`src/sv/tcrc_pkg.sv`:
```
// Package for the two-class register colorer: shared types, sizes and codes.
// Used by two_class_register_colorer_core and the testbench; depends on nothing.
package tcrc_pkg;

   localparam int MaxVertices = 64;
   localparam int VidxWidth   = 6;
   localparam int EntryWidth  = 7;   // class bit above a 6-bit color

   typedef logic [5:0]        vidx_type;
   typedef logic [5:0]        color_type;
   typedef logic [6:0]        count_type;
   typedef logic [6:0]        counter_type;
   typedef logic signed [8:0] slot_type;
   typedef logic [7:0]        reg_count_type;
   typedef logic [63:0]       mask_type;
   typedef logic [1:0]        csr_index_type;
   typedef logic [EntryWidth-1:0] entry_type;

   // register indexes on the csr channel
   localparam csr_index_type CsrSavedCount     = 2'd0;
   localparam csr_index_type CsrClobberedCount = 2'd1;

   // position of the lowest clear bit in a byte (seven when the byte is full)
   function automatic logic [2:0] lowest_zero(input logic [7:0] bits);
      logic [2:0] pos;
      pos = 3'd7;
      for (int k = 7; k >= 0; k--) begin
         if (!bits[k]) begin
            pos = 3'(k);
         end
      end
      return pos;
   endfunction

endpackage

```
`src/sv/two_class_register_colorer_core.sv`:
```
// Top level of the two-class register colorer.
// Depends on tcrc_pkg and tcrc_ram (class/color store of earlier vertices).
//
// Use: each request on req_* is one vertex of an interference graph: its class
// (req_is_saved) and a mask of edges to earlier vertices of the same graph.
// req_new_graph restarts numbering at zero. One response on rsp_* follows each
// request: vertex index, color, counter priority and the placement (saved
// register, clobbered register or memory slot). Register counts are written on
// csr_* (index 0 saved count, index 1 clobbered count, other indexes ignored)
// while the block is idle; csr_ready is always high.
// Sequence: a vertex with index n > 0 first reads the earlier vertices out
// of the store (one read per cycle through its single read port; the scan
// closes once the last read has landed; index zero has nothing to read),
// then searches for a free color (one byte of the used-color set per
// cycle, lowest byte first) and then takes its placement step. req_ready
// is high only while the sequencer is idle, so the next request is taken
// while the previous response still waits in its register. An overflow
// vertex (graph already full) skips the scan and the search and goes
// straight to its placement step.
// Reset empties the graph and clears both register counts. A stalled receiver
// holds the response; the sequencer then waits in its placement step.
module two_class_register_colorer_core (
   input  logic                    clock,
   input  logic                    reset,
   input  logic                    req_valid,
   output logic                    req_ready,
   input  logic                    req_new_graph,
   input  logic                    req_is_saved,
   input  tcrc_pkg::mask_type      req_neighbor_mask,
   output logic                    rsp_valid,
   input  logic                    rsp_ready,
   output tcrc_pkg::vidx_type      rsp_vertex_index,
   output tcrc_pkg::color_type     rsp_color_priority,
   output tcrc_pkg::counter_type   rsp_counter_priority,
   output logic                    rsp_in_register,
   output tcrc_pkg::slot_type      rsp_slot_offset,
   output logic                    rsp_overflow,
   input  logic                    csr_valid,
   output logic                    csr_ready,
   input  tcrc_pkg::csr_index_type csr_index,
   input  tcrc_pkg::reg_count_type csr_data
);
   import tcrc_pkg::*;

   typedef enum logic [3:0] {
      ST_IDLE   = 4'b0001,
      ST_SCAN   = 4'b0010,
      ST_SEARCH = 4'b0100,
      ST_PLACE  = 4'b1000
   } state_type;

   state_type     state_ff, state_in;
   count_type     count_ff, count_in;
   reg_count_type saved_cnt_ff, saved_cnt_in;
   reg_count_type clob_cnt_ff, clob_cnt_in;
   logic          rsp_valid_ff, rsp_valid_in;
   logic          pend_ff, pend_in;

   // working registers of the current request
   vidx_type      idx_ff, idx_in;
   logic          cls_ff, cls_in;
   logic          ovf_ff, ovf_in;
   mask_type      mask_ff, mask_in;
   mask_type      used_ff, used_in;
   counter_type   counter_ff, counter_in;
   count_type     scan_ff, scan_in;
   logic          pend_bit_ff, pend_bit_in;
   logic [2:0]    chunk_ff, chunk_in;
   color_type     color_ff, color_in;

   // response registers
   vidx_type      out_idx_ff, out_idx_in;
   color_type     out_color_ff, out_color_in;
   counter_type   out_counter_ff, out_counter_in;
   logic          out_reg_ff, out_reg_in;
   slot_type      out_slot_ff, out_slot_in;
   logic          out_ovf_ff, out_ovf_in;

   // store port signals
   logic          ram_wr_en;
   entry_type     ram_wr_data;
   vidx_type      ram_rd_addr;
   entry_type     ram_rd_data;

   // placement arithmetic
   logic signed [10:0] s_val, c_val, col_val, cnt_val, d_val, disp_val;
   logic          place_reg;
   logic          issue;
   logic          rsp_free;
   logic          req_fire;
   logic [7:0]    chunk_bits;

   tcrc_ram #(
      .WIDTH(EntryWidth),
      .DEPTH(MaxVertices)
   ) u_store (
      .clock   (clock),
      .wr_en   (ram_wr_en),
      .wr_addr (idx_ff),
      .wr_data (ram_wr_data),
      .rd_addr (ram_rd_addr),
      .rd_data (ram_rd_data)
   );

   assign req_ready = (state_ff == ST_IDLE);
   assign req_fire  = req_valid && req_ready;
   assign csr_ready = 1'b1;
   assign rsp_free  = !rsp_valid_ff || rsp_ready;
   assign issue     = scan_ff < {1'b0, idx_ff};
   assign ram_rd_addr = scan_ff[VidxWidth-1:0];
   assign ram_wr_data = {cls_ff, color_ff};
   assign ram_wr_en   = (state_ff == ST_PLACE) && rsp_free && !ovf_ff;

   // byte of the used-color set under test; colour 63 always counts as free
   always_comb begin
      if (chunk_ff == 3'd7) begin
         chunk_bits = {1'b0, used_ff[62:56]};
      end else begin
         chunk_bits = used_ff[{chunk_ff, 3'b000} +: 8];
      end
   end

   // placement from colour, counter priority and register counts
   always_comb begin
      s_val   = 11'(signed'({3'b000, saved_cnt_ff}));
      c_val   = 11'(signed'({3'b000, clob_cnt_ff}));
      col_val = 11'(signed'({5'b00000, color_ff}));
      cnt_val = 11'(signed'({4'b0000, counter_ff}));
      if (cls_ff) begin
         d_val = s_val - col_val - 11'sd1;
         place_reg = (d_val >= 11'sd0) && (cnt_val <= d_val + c_val);
         disp_val  = place_reg ? d_val : (-col_val - 11'sd1);
      end else begin
         d_val = col_val - c_val;
         place_reg = (d_val < 11'sd0) || (s_val > d_val + cnt_val);
         disp_val  = place_reg ? d_val : col_val;
      end
   end

   // sequencer
   always_comb begin
      state_in     = state_ff;
      count_in     = count_ff;
      saved_cnt_in = saved_cnt_ff;
      clob_cnt_in  = clob_cnt_ff;
      rsp_valid_in = rsp_valid_ff;
      pend_in      = 1'b0;
      idx_in       = idx_ff;
      cls_in       = cls_ff;
      ovf_in       = ovf_ff;
      mask_in      = mask_ff;
      used_in      = used_ff;
      counter_in   = counter_ff;
      scan_in      = scan_ff;
      pend_bit_in  = pend_bit_ff;
      chunk_in     = chunk_ff;
      color_in     = color_ff;
      out_idx_in     = out_idx_ff;
      out_color_in   = out_color_ff;
      out_counter_in = out_counter_ff;
      out_reg_in     = out_reg_ff;
      out_slot_in    = out_slot_ff;
      out_ovf_in     = out_ovf_ff;

      // drop the response once taken
      if (rsp_valid_ff && rsp_ready) begin
         rsp_valid_in = 1'b0;
      end

      // register counts
      if (csr_valid) begin
         unique case (csr_index)
            CsrSavedCount:     saved_cnt_in = csr_data;
            CsrClobberedCount: clob_cnt_in  = csr_data;
            default: ;
         endcase
      end

      unique case (state_ff)
         ST_IDLE: begin
            if (req_fire) begin
               cls_in     = req_is_saved;
               mask_in    = req_neighbor_mask;
               used_in    = '0;
               counter_in = '0;
               scan_in    = '0;
               chunk_in   = '0;
               color_in   = '0;
               if (req_new_graph) begin
                  idx_in = '0;
                  ovf_in = 1'b0;
                  state_in = ST_SCAN;
               end else if (count_ff == count_type'(MaxVertices)) begin
                  idx_in = '0;
                  ovf_in = 1'b1;
                  state_in = ST_PLACE;
               end else begin
                  idx_in = count_ff[VidxWidth-1:0];
                  ovf_in = 1'b0;
                  state_in = ST_SCAN;
               end
            end
         end
         ST_SCAN: begin
            // issue one store read per cycle, mask bit travels alongside
            if (issue) begin
               pend_in     = 1'b1;
               pend_bit_in = mask_ff[0];
               mask_in     = mask_ff >> 1;
               scan_in     = scan_ff + 7'd1;
            end
            // fold in the entry read last cycle
            if (pend_ff && pend_bit_ff) begin
               if (ram_rd_data[EntryWidth-1] == cls_ff) begin
                  used_in = used_ff | (mask_type'(1) << ram_rd_data[5:0]);
               end else if (counter_ff <= {1'b0, ram_rd_data[5:0]}) begin
                  counter_in = {1'b0, ram_rd_data[5:0]} + 7'd1;
               end
            end
            if (!issue && !pend_ff) begin
               state_in = ST_SEARCH;
            end
         end
         ST_SEARCH: begin
            // one byte of the used set per cycle
            if (chunk_bits != 8'hFF) begin
               color_in = {chunk_ff, lowest_zero(chunk_bits)};
               state_in = ST_PLACE;
            end else begin
               chunk_in = chunk_ff + 3'd1;
            end
         end
         ST_PLACE: begin
            // hold until the response register is free
            if (rsp_free) begin
               rsp_valid_in = 1'b1;
               out_ovf_in   = ovf_ff;
               if (ovf_ff) begin
                  out_idx_in     = '0;
                  out_color_in   = '0;
                  out_counter_in = '0;
                  out_reg_in     = 1'b0;
                  out_slot_in    = '0;
               end else begin
                  out_idx_in     = idx_ff;
                  out_color_in   = color_ff;
                  out_counter_in = counter_ff;
                  out_reg_in     = place_reg;
                  out_slot_in    = slot_type'(disp_val[8:0]);
                  count_in       = {1'b0, idx_ff} + 7'd1;
               end
               state_in = ST_IDLE;
            end
         end
         default: state_in = ST_IDLE;
      endcase
   end

   // control state
   always_ff @(posedge clock) begin
      if (reset) begin
         state_ff     <= ST_IDLE;
         count_ff     <= '0;
         saved_cnt_ff <= '0;
         clob_cnt_ff  <= '0;
         rsp_valid_ff <= 1'b0;
         pend_ff      <= 1'b0;
      end else begin
         state_ff     <= state_in;
         count_ff     <= count_in;
         saved_cnt_ff <= saved_cnt_in;
         clob_cnt_ff  <= clob_cnt_in;
         rsp_valid_ff <= rsp_valid_in;
         pend_ff      <= pend_in;
      end
   end

   // payload registers
   always_ff @(posedge clock) begin
      idx_ff         <= idx_in;
      cls_ff         <= cls_in;
      ovf_ff         <= ovf_in;
      mask_ff        <= mask_in;
      used_ff        <= used_in;
      counter_ff     <= counter_in;
      scan_ff        <= scan_in;
      pend_bit_ff    <= pend_bit_in;
      chunk_ff       <= chunk_in;
      color_ff       <= color_in;
      out_idx_ff     <= out_idx_in;
      out_color_ff   <= out_color_in;
      out_counter_ff <= out_counter_in;
      out_reg_ff     <= out_reg_in;
      out_slot_ff    <= out_slot_in;
      out_ovf_ff     <= out_ovf_in;
   end

   assign rsp_valid            = rsp_valid_ff;
   assign rsp_vertex_index     = out_idx_ff;
   assign rsp_color_priority   = out_color_ff;
   assign rsp_counter_priority = out_counter_ff;
   assign rsp_in_register      = out_reg_ff;
   assign rsp_slot_offset      = out_slot_ff;
   assign rsp_overflow         = out_ovf_ff;

endmodule

```
`src/sv/tcrc_ram.sv`:
```
// Generic single-write, single-read RAM with registered read data.
// Depends on nothing; holds the per-vertex class and color store.
module tcrc_ram #(
   parameter int WIDTH = 8,
   parameter int DEPTH = 64
) (
   input  logic                     clock,
   input  logic                     wr_en,
   input  logic [$clog2(DEPTH)-1:0] wr_addr,
   input  logic [WIDTH-1:0]         wr_data,
   input  logic [$clog2(DEPTH)-1:0] rd_addr,
   output logic [WIDTH-1:0]         rd_data
);

   logic [WIDTH-1:0] mem_ff [DEPTH];

   // write port and registered read port
   always_ff @(posedge clock) begin
      if (wr_en) begin
         mem_ff[wr_addr] <= wr_data;
      end
      rd_data <= mem_ff[rd_addr];
   end

endmodule

```
`config.mk`:
```
export PLATFORM = sky130hd
export DESIGN_NAME = two_class_register_colorer_core
export DESIGN_NICKNAME = d
export VERILOG_FILES = /design/src/sv/tcrc_pkg.sv /design/src/sv/two_class_register_colorer_core.sv /design/src/sv/tcrc_ram.sv
export SDC_FILE = /design/constraint.sdc
export NUM_CORES = 1
export LEC_CHECK = 0
export BUFFER_PORTS_ARGS = -buffer_cell sky130_fd_sc_hd__buf_2
export CORE_ASPECT_RATIO = 1.2
export CORE_MARGIN = 2
export CORE_UTILIZATION = 40
export CTS_BUF_LIST = sky130_fd_sc_hd__clkbuf_4 sky130_fd_sc_hd__clkbuf_8
export CTS_CLUSTER_SIZE = 12
export DETAILED_ROUTE_END_ITERATION = 12
export PLACE_DENSITY = 0.53
export REMOVE_ABC_BUFFERS = 1
export SLEW_MARGIN = 20
export SYNTH_ARGS = -nofsm -noshare
export SYNTH_HDL_FRONTEND = slang
export SYNTH_SLANG_ARGS = --single-unit
```
`constraint.sdc`:
```
create_clock -name clock -period 9.22 [get_ports clock]
set_input_delay 1.844 -clock clock [delete_from_list [all_inputs] [get_ports clock]]
set_output_delay 1.844 -clock clock [all_outputs]
set_load 0.005 [all_outputs]
```
==> results of run 1 <==
-- kinds of logic after synthesis --
kind of cell,share of synthesized area [%]
AO/OA/AOI/OAI,3.91
XOR/XNOR,1.10
adder cells (fa/ha/maj),3.00
buffers and inverters,2.16
flip-flops,67.7
multiplexers,13.5
other,0.0128
AND/OR/NAND/NOR,8.62
-- worst paths after layout --
path | start | endpoint | depth (start not counted)
max | color_ff[0] | rsp_slot_offset[1] | 19
min | mask_ff[0] | pend_bit_ff | 0
max reg2reg | color_ff[0] | rsp_slot_offset[1] | 19
min reg2reg | mask_ff[0] | pend_bit_ff | 0
-- cell usage after synthesis (all sizes together) (3+ instances only) --
cell type  instances  area, um^2
a21o               8        60.1
nand3b             5        37.5
and2              15        93.8
a21oi             81         405
nor3b              3        22.5
a22oi              7        52.6
xor2              13         114
nand3             21         105
fa                 4        80.1
and3               6        37.5
or2                4        25.0
o221ai             3        26.3
inv               47         176
edfxtp           638       19200
mux4             153        3450
a31oi              9        56.3
o31ai              4        35.0
clkbuf            59         221
a211oi            11        82.6
a311oi             3        32.5
nand4              4        25.0
nand2            222         833
o21a              10        75.1
ha                64         801
o21ai             21         105
nor4b              4        47.6
dfxtp             36         721
mux2               5        56.3
nor2             217         815
buf               32         229
or3                7        48.8
mux2i             45         450
xnor2             24         210
o22ai              8        50.1
nor2b             30         195
nand2b            12        75.1
nor3              23         115
nor4               3        18.8
-- power groups by stage --
stage	logic, mW	registers [mW]	clock network, mW
4_1_cts	2.42	3.97	2.67
2_1_floorplan	1.52	4.20	0
6_report	2.39	3.97	2.59
3_3_place_gp	2.37	4.03	0
5_1_grt	2.63	4.00	2.80
3_5_place_dp	2.41	4.03	0
-- flip-flops by register name, summed over array words and instances, names as in the netlist, 8 cells and up --
register,count
u_store.mem_ff,448
mask_ff,64
used_ff,64
rsp_slot_offset,9
clob_cnt_ff,8
saved_cnt_ff,8
-- layer usage --
| layer | wire, um | vias up |
|---|---|---|
| li1 | - | 7530 |
| met1 | 28900 | 8467 |
| met2 | 35600 | 399 |
| met3 | 3100 | 120 |
| met4 | 1890 | 2 |
| met5 | 13 | - |
-- worst max-delay path, cell delays in order (launching register included) --
cell	delay (ns)
edfxtp_1	0.36
buf_4	0.30
ha_1	0.33
fa_1	0.41
xor2_1	0.27
and3_1	0.23
nor3b_1	0.45
xnor2_1	0.19
ha_1	0.27
or2_1	0.27
o221ai_1	0.22
nand2_1	0.09
ha_1	0.21
a2111oi_0	0.36
o21ai_0	0.18
nand2_1	0.12
a311oi_1	0.06
a311oi_2	0.94
mux2i_1	0.26
o21ai_1	0.10
-- layout make-up --
class	count	area, um^2
timing repair buffer	138	788
antenna	1	2.50
multi-input combinational	1072	8880
clock buffer	163	1940
tap	935	1170
clock inverter	38	253
fill	6383	39500
inverter	49	184
sequential	674	19900
==> results.toml, run 1 <==
[timing]
maxSlewViolCount = 0
rsz0062_at_grt = "no"
fin_crit_sh_pct = 64.8
fin_crit_ns = 5.98
finalHoldViolCount = 0
layout_setup_ws_ns = 3.24
whs_ns = 0.422
worst_slew_pin_slew_ns = 1.09
finalSetupViolCount = 0
max_slew_margin_pct = 27.7
tns_ns = 0
fin_skew_ns = 0.0345
fmax_mhz = 167

[synthesis]
ys_seq_area_share_pct = 67.7
synth_seq_cells = 674
netlist_area_um2 = 29400
synth.distinct_cells = 73
synthArstFlopShare_pct = 0
synthFlopType = "edfxtp_1"
synth_edf_count = 638
avgSynthCellArea_um2 = 15.6
ys_warn_count = 0
syn_inst = 1886

[clock_tree]
clock-sinks = 674
post_cts_buffers = 0
ctsResizeCount = 0
clkLatencyLatePin_ns = 0.72
cts-root-buf = "clkbuf_8"
clk_pin_slew_ns = 0.07
numCtsBuffers = 108
cts_buffer_depth = 3
postCtsHoldBufs = 0
cts_tree = "done"
cts.htree.levels = 3

[place]
pre_cts_slack_ns = 3.43
io_buffer_count = 112
place.gp.congestion = 0.817
hpwl_um = 44000
place_inst = 2867
place_area_um2 = 30900

[floorplan]
dieArea_um2 = 75600
die_h_um = 301
core_area_um2 = 72600
io_pins = 114
die_w_um = 251
fp-row-count = 108
start_util_pct = 40.5

[detailed_routing]
drt_iter0_drc = 1150
antenna_left = 0
wl_per_cell_um = 22.6
firstDrtPassIters = 5
wl_um = 69500
vias = 16518
viasPerCell = 5.38
drc = 0

[pwr]
vdd_drop_max_mv = 0.151
intPower_mw = 6.15
power.leakage_nw = 11.5
pwr_density_cell_nw_per_um2 = 270
power_frac_seq_pct = 44.4
swShare_pct = 31.3
p_switching_mw = 2.80
combPwrFrac_pct = 26.7
power.total_mw = 8.95
clockPowerShare_pct = 28.9

[finish]
design_area_um2 = 33100
final_common_cell = "edfxtp_1"
finalNonFillerCells = 3070
post-route-util_pct = 45.6
syn_to_final_growth_pct = 12.7
nets = 2192
drive_gt1_share_pct = 23.1
layout_common_cells = "638 x edfxtp_1, 221 x nand2_1, 217 x nor2_1"

[global_routing]
gr-total-overflow = 0
grt_max_degree = 117
grt_util_met1_pct = 23.6
antenna_found_initial = 3
grt_util_all_layers_pct = 18.5
top_usage_layer = "met2"
grt_pass1_vias = 17194
grtUsageMet3_pct = 3.23
use_met2_pct = 32.1
grt_pass1_wl_um = 105000

[run_status]
outcome = "complete, no violations"

[critical_path]
required_ns = 9.68
end_kind = "register"
r2r_slack_ns = 3.24
cp_data_arrival_time_ns = 6.44
worstSetupPathType = "reg -> reg"
crit_fanout = 68
startpoint_type = "register"

[flow_run]
cap_violations = 0

[worst_hold_path]
hold_class = "reg -> reg"
No activity file was read; power rests on OpenSTA's default activity.
==> run 2, diff against run 1 <==
Settings changed: ABC_AREA from default to 1, PLACE_DENSITY 0.53 to 0.55.
Clock period 9.22 ns to 5.15 ns, I/O delays scaled along.
==> run 2 against run 1 <==
Compared with the run above: clock skew is 0.012 ns lower; flip-flop and latch count did not move; maximum frequency grew 33%; non-clock buffer count up 16; synthesized cell count up 43%; register-to-register slack worse by 2.6 ns; synthesized area up 2.6%; design area is 2.3% higher; sequential share of layout area down 1.3 points; critical path type unchanged; routed wire length increased by 17%.
==> results.toml, run 2 <==
[run_status]
outcome = "complete, no violations"

[global_routing]
grt_pass1_wl_um = 125000
grt_pass1_vias = 21482
grt_util_all_layers_pct = 21.0
antenna_found_initial = 5
grt_max_degree = 206
gr-total-overflow = 0

[finish]
largest_register = "u_store.mem_ff"
drive_gt1_share_pct = 12.8
nFillCells = 7053
largest_reg_flops = 448
reg_top3 = "u_store.mem_ff x448, mask_ff x64, used_ff x64"
layout_common_cells = "638 x edfxtp_1, 367 x nand2_1, 350 x nor2_1"
final_common_cell = "edfxtp_1"
design_area_um2 = 33900
syn_to_final_growth_pct = 12.4
nets = 2968
finalNonFillerCells = 3919

[floorplan]
die_h_um = 305
start_util_pct = 40.2
die_w_um = 255
core_area_um2 = 74900
dieArea_um2 = 77500
io_pins = 114
fp-row-count = 110

[critical_path]
required_ns = 5.71
end_kind = "register"
crit_fanout = 7
worstSetupPathType = "reg -> reg"
startpoint_type = "register"
startpoint = "color_ff[0]"
cp_data_arrival_time_ns = 5.07
r2r_start = "color_ff[0]"

[clock_tree]
cts_buffer_depth = 3
clkLatencyLatePin_ns = 0.73
cts_tree = "done"
ctsResizeCount = 0
numCtsBuffers = 109
clock-sinks = 674
clk_pin_slew_ns = 0.07
cts.htree.levels = 3
postCtsHoldBufs = 0
cts-root-buf = "clkbuf_8"
post_cts_buffers = 0

[detailed_routing]
drt_iter0_drc = 1642
wl_um = 81400
antenna_left = 0
drc = 0
wl_per_cell_um = 20.8
firstDrtPassIters = 7
viasPerCell = 5.43
vias = 21263

[synthesis]
ys_warn_count = 0
synth_area_leader_cell = "edfxtp_1"
synth_edf_count = 638
ys_seq_area_share_pct = 66.0
avgSynthCellArea_um2 = 11.1
yosysMostFrequentCell = "edfxtp_1"
synth_common_cells = "638 x edfxtp_1, 368 x nand2_1, 350 x nor2_1"
synth_top_area_share_pct = 63.6
netlist_area_um2 = 30100
synthFlopType = "edfxtp_1"
synth.distinct_cells = 56
synthArstFlopShare_pct = 0
syn_inst = 2705
synthTopCellsByArea = "edfxtp_1 64%, nand2_1 4.6%, nor2_1 4.4%"
synth_seq_cells = 674

[flow_run]
cap_violations = 0

[timing]
fmax_mhz = 222
fin_skew_ns = 0.0222
tns_ns = 0
max_slew_margin_pct = 32.0
rsz0062_at_grt = "no"
fin_crit_sh_pct = 87.5
fin_crit_ns = 4.51
worst_slew_pin_slew_ns = 1.02
maxSlewViolCount = 0
finalHoldViolCount = 0
finalSetupViolCount = 0

[place]
place_area_um2 = 31700
place.gp.congestion = 0.885
io_buffer_count = 112
hpwl_um = 50300
place_inst = 3716

[pwr]
vdd_drop_max_mv = 0.243
power.leakage_nw = 12.3
pwr_density_cell_nw_per_um2 = 442
power.total_mw = 15.0

[worst_hold_path]
hp-start = "mask_ff[0]"
hold_class = "reg -> reg"
-- run 2: cell count changes in the layout (fill, tap and decap cells not counted), sizes merged, moves of 96 or more --
| cell | change |
|---|---|
| inv | +156 |
| nand3 | +140 |
| mux4 | -153 |
| a21oi | +96 |
| o21ai | +251 |
| nand2 | +153 |
| nor2 | +139 |
-- run 2: worst paths after layout --
check,to,slack [ns],cells past startpoint
min,pend_bit_ff,0.46,0
max reg2reg,rsp_slot_offset[4],0.64,21
min reg2reg,pend_bit_ff,0.46,0
max,rsp_slot_offset[4],0.64,21
-- run 2: metal layers --
metal	vias up	wire length, um	share of wire [%]	global-route usage, %
met5	-	34	0.042	0
met4	6	2130	2.6	6.95
met3	158	5430	6.7	3.85
met2	772	39800	49	35.6
met1	10364	34000	42	27.0
li1	9963	-	-	-
-- run 2: cells by family (layout without fill, tap and decap cells) --
| kind of cell | count (synthesis) | in the layout | share of synthesized area, % |
|---|---|---|---|
| other | 1 | 2 | 0.0124 |
| adder cells (fa/ha/maj) | 68 | 68 | 2.92 |
| XOR/XNOR | 23 | 23 | 0.694 |
| buffers and inverters | 359 | 564 | 4.76 |
| AND/OR/NAND/NOR | 954 | 954 | 13.4 |
| AO/OA/AOI/OAI | 626 | 626 | 12.2 |
| flip-flops | 674 | 674 | 66.0 |
-- run 2: critical path, stage by stage (launching register included) --
cell and delay, ns:
edfxtp_1 0.43, ha_1 0.23, fa_1 0.40, xnor2_1 0.36, nor2_2 0.09, xor2_1 0.24
inv_1 0.07, ha_1 0.31, inv_1 0.08, o21ai_0 0.38, a21oi_1 0.14, xor2_1 0.17
ha_1 0.30, nand3_1 0.09, nor3_1 0.05, nor2_1 0.15, inv_1 0.05, a21oi_1 0.16
nand4_2 0.23, nand3_1 0.14, nand3_1 0.08, a21oi_1 0.19
-- run 2: cell type report --
| class | count | area, um^2 | share of cell area [%] |
|---|---|---|---|
| Sequential cell | 674 | 19900 | 58.7 |
| Timing Repair Buffer | 154 | 926 | 2.73 |
| Clock buffer | 150 | 1840 | 5.43 |
| Antenna cell | 1 | 2.50 | 0.00739 |
| Multi-Input combinational cell | 1672 | 8840 | 26.1 |
| Tap cell | 1008 | 1260 | 3.72 |
| Inverter | 208 | 790 | 2.33 |
| Clock inverter | 52 | 325 | 0.961 |
-- run 2: stage by stage --
stage                     setup WS (ns)  hold slack, ns  util, %
after detailed placement          0.664           0.445     42.3
after floorplan                   -8.56           0.400        -
after CTS                         0.652           0.461     45.2
after global routing              0.270           0.480     45.2
final                             0.643           0.463     45.2
after global placement            0.787           0.445     42.3
-- run 2: power breakdown --
part | leakage (nW) | total [mW] | switching, mW | internal [mW]
Sequential | 6.18 | 6.85 | 0.246 | 6.60
Combinational | 4.96 | 3.49 | 2.52 | 0.965
Clock | 1.15 | 4.64 | 2.17 | 2.47
Total | 12.3 | 15.0 | 4.94 | 10.0
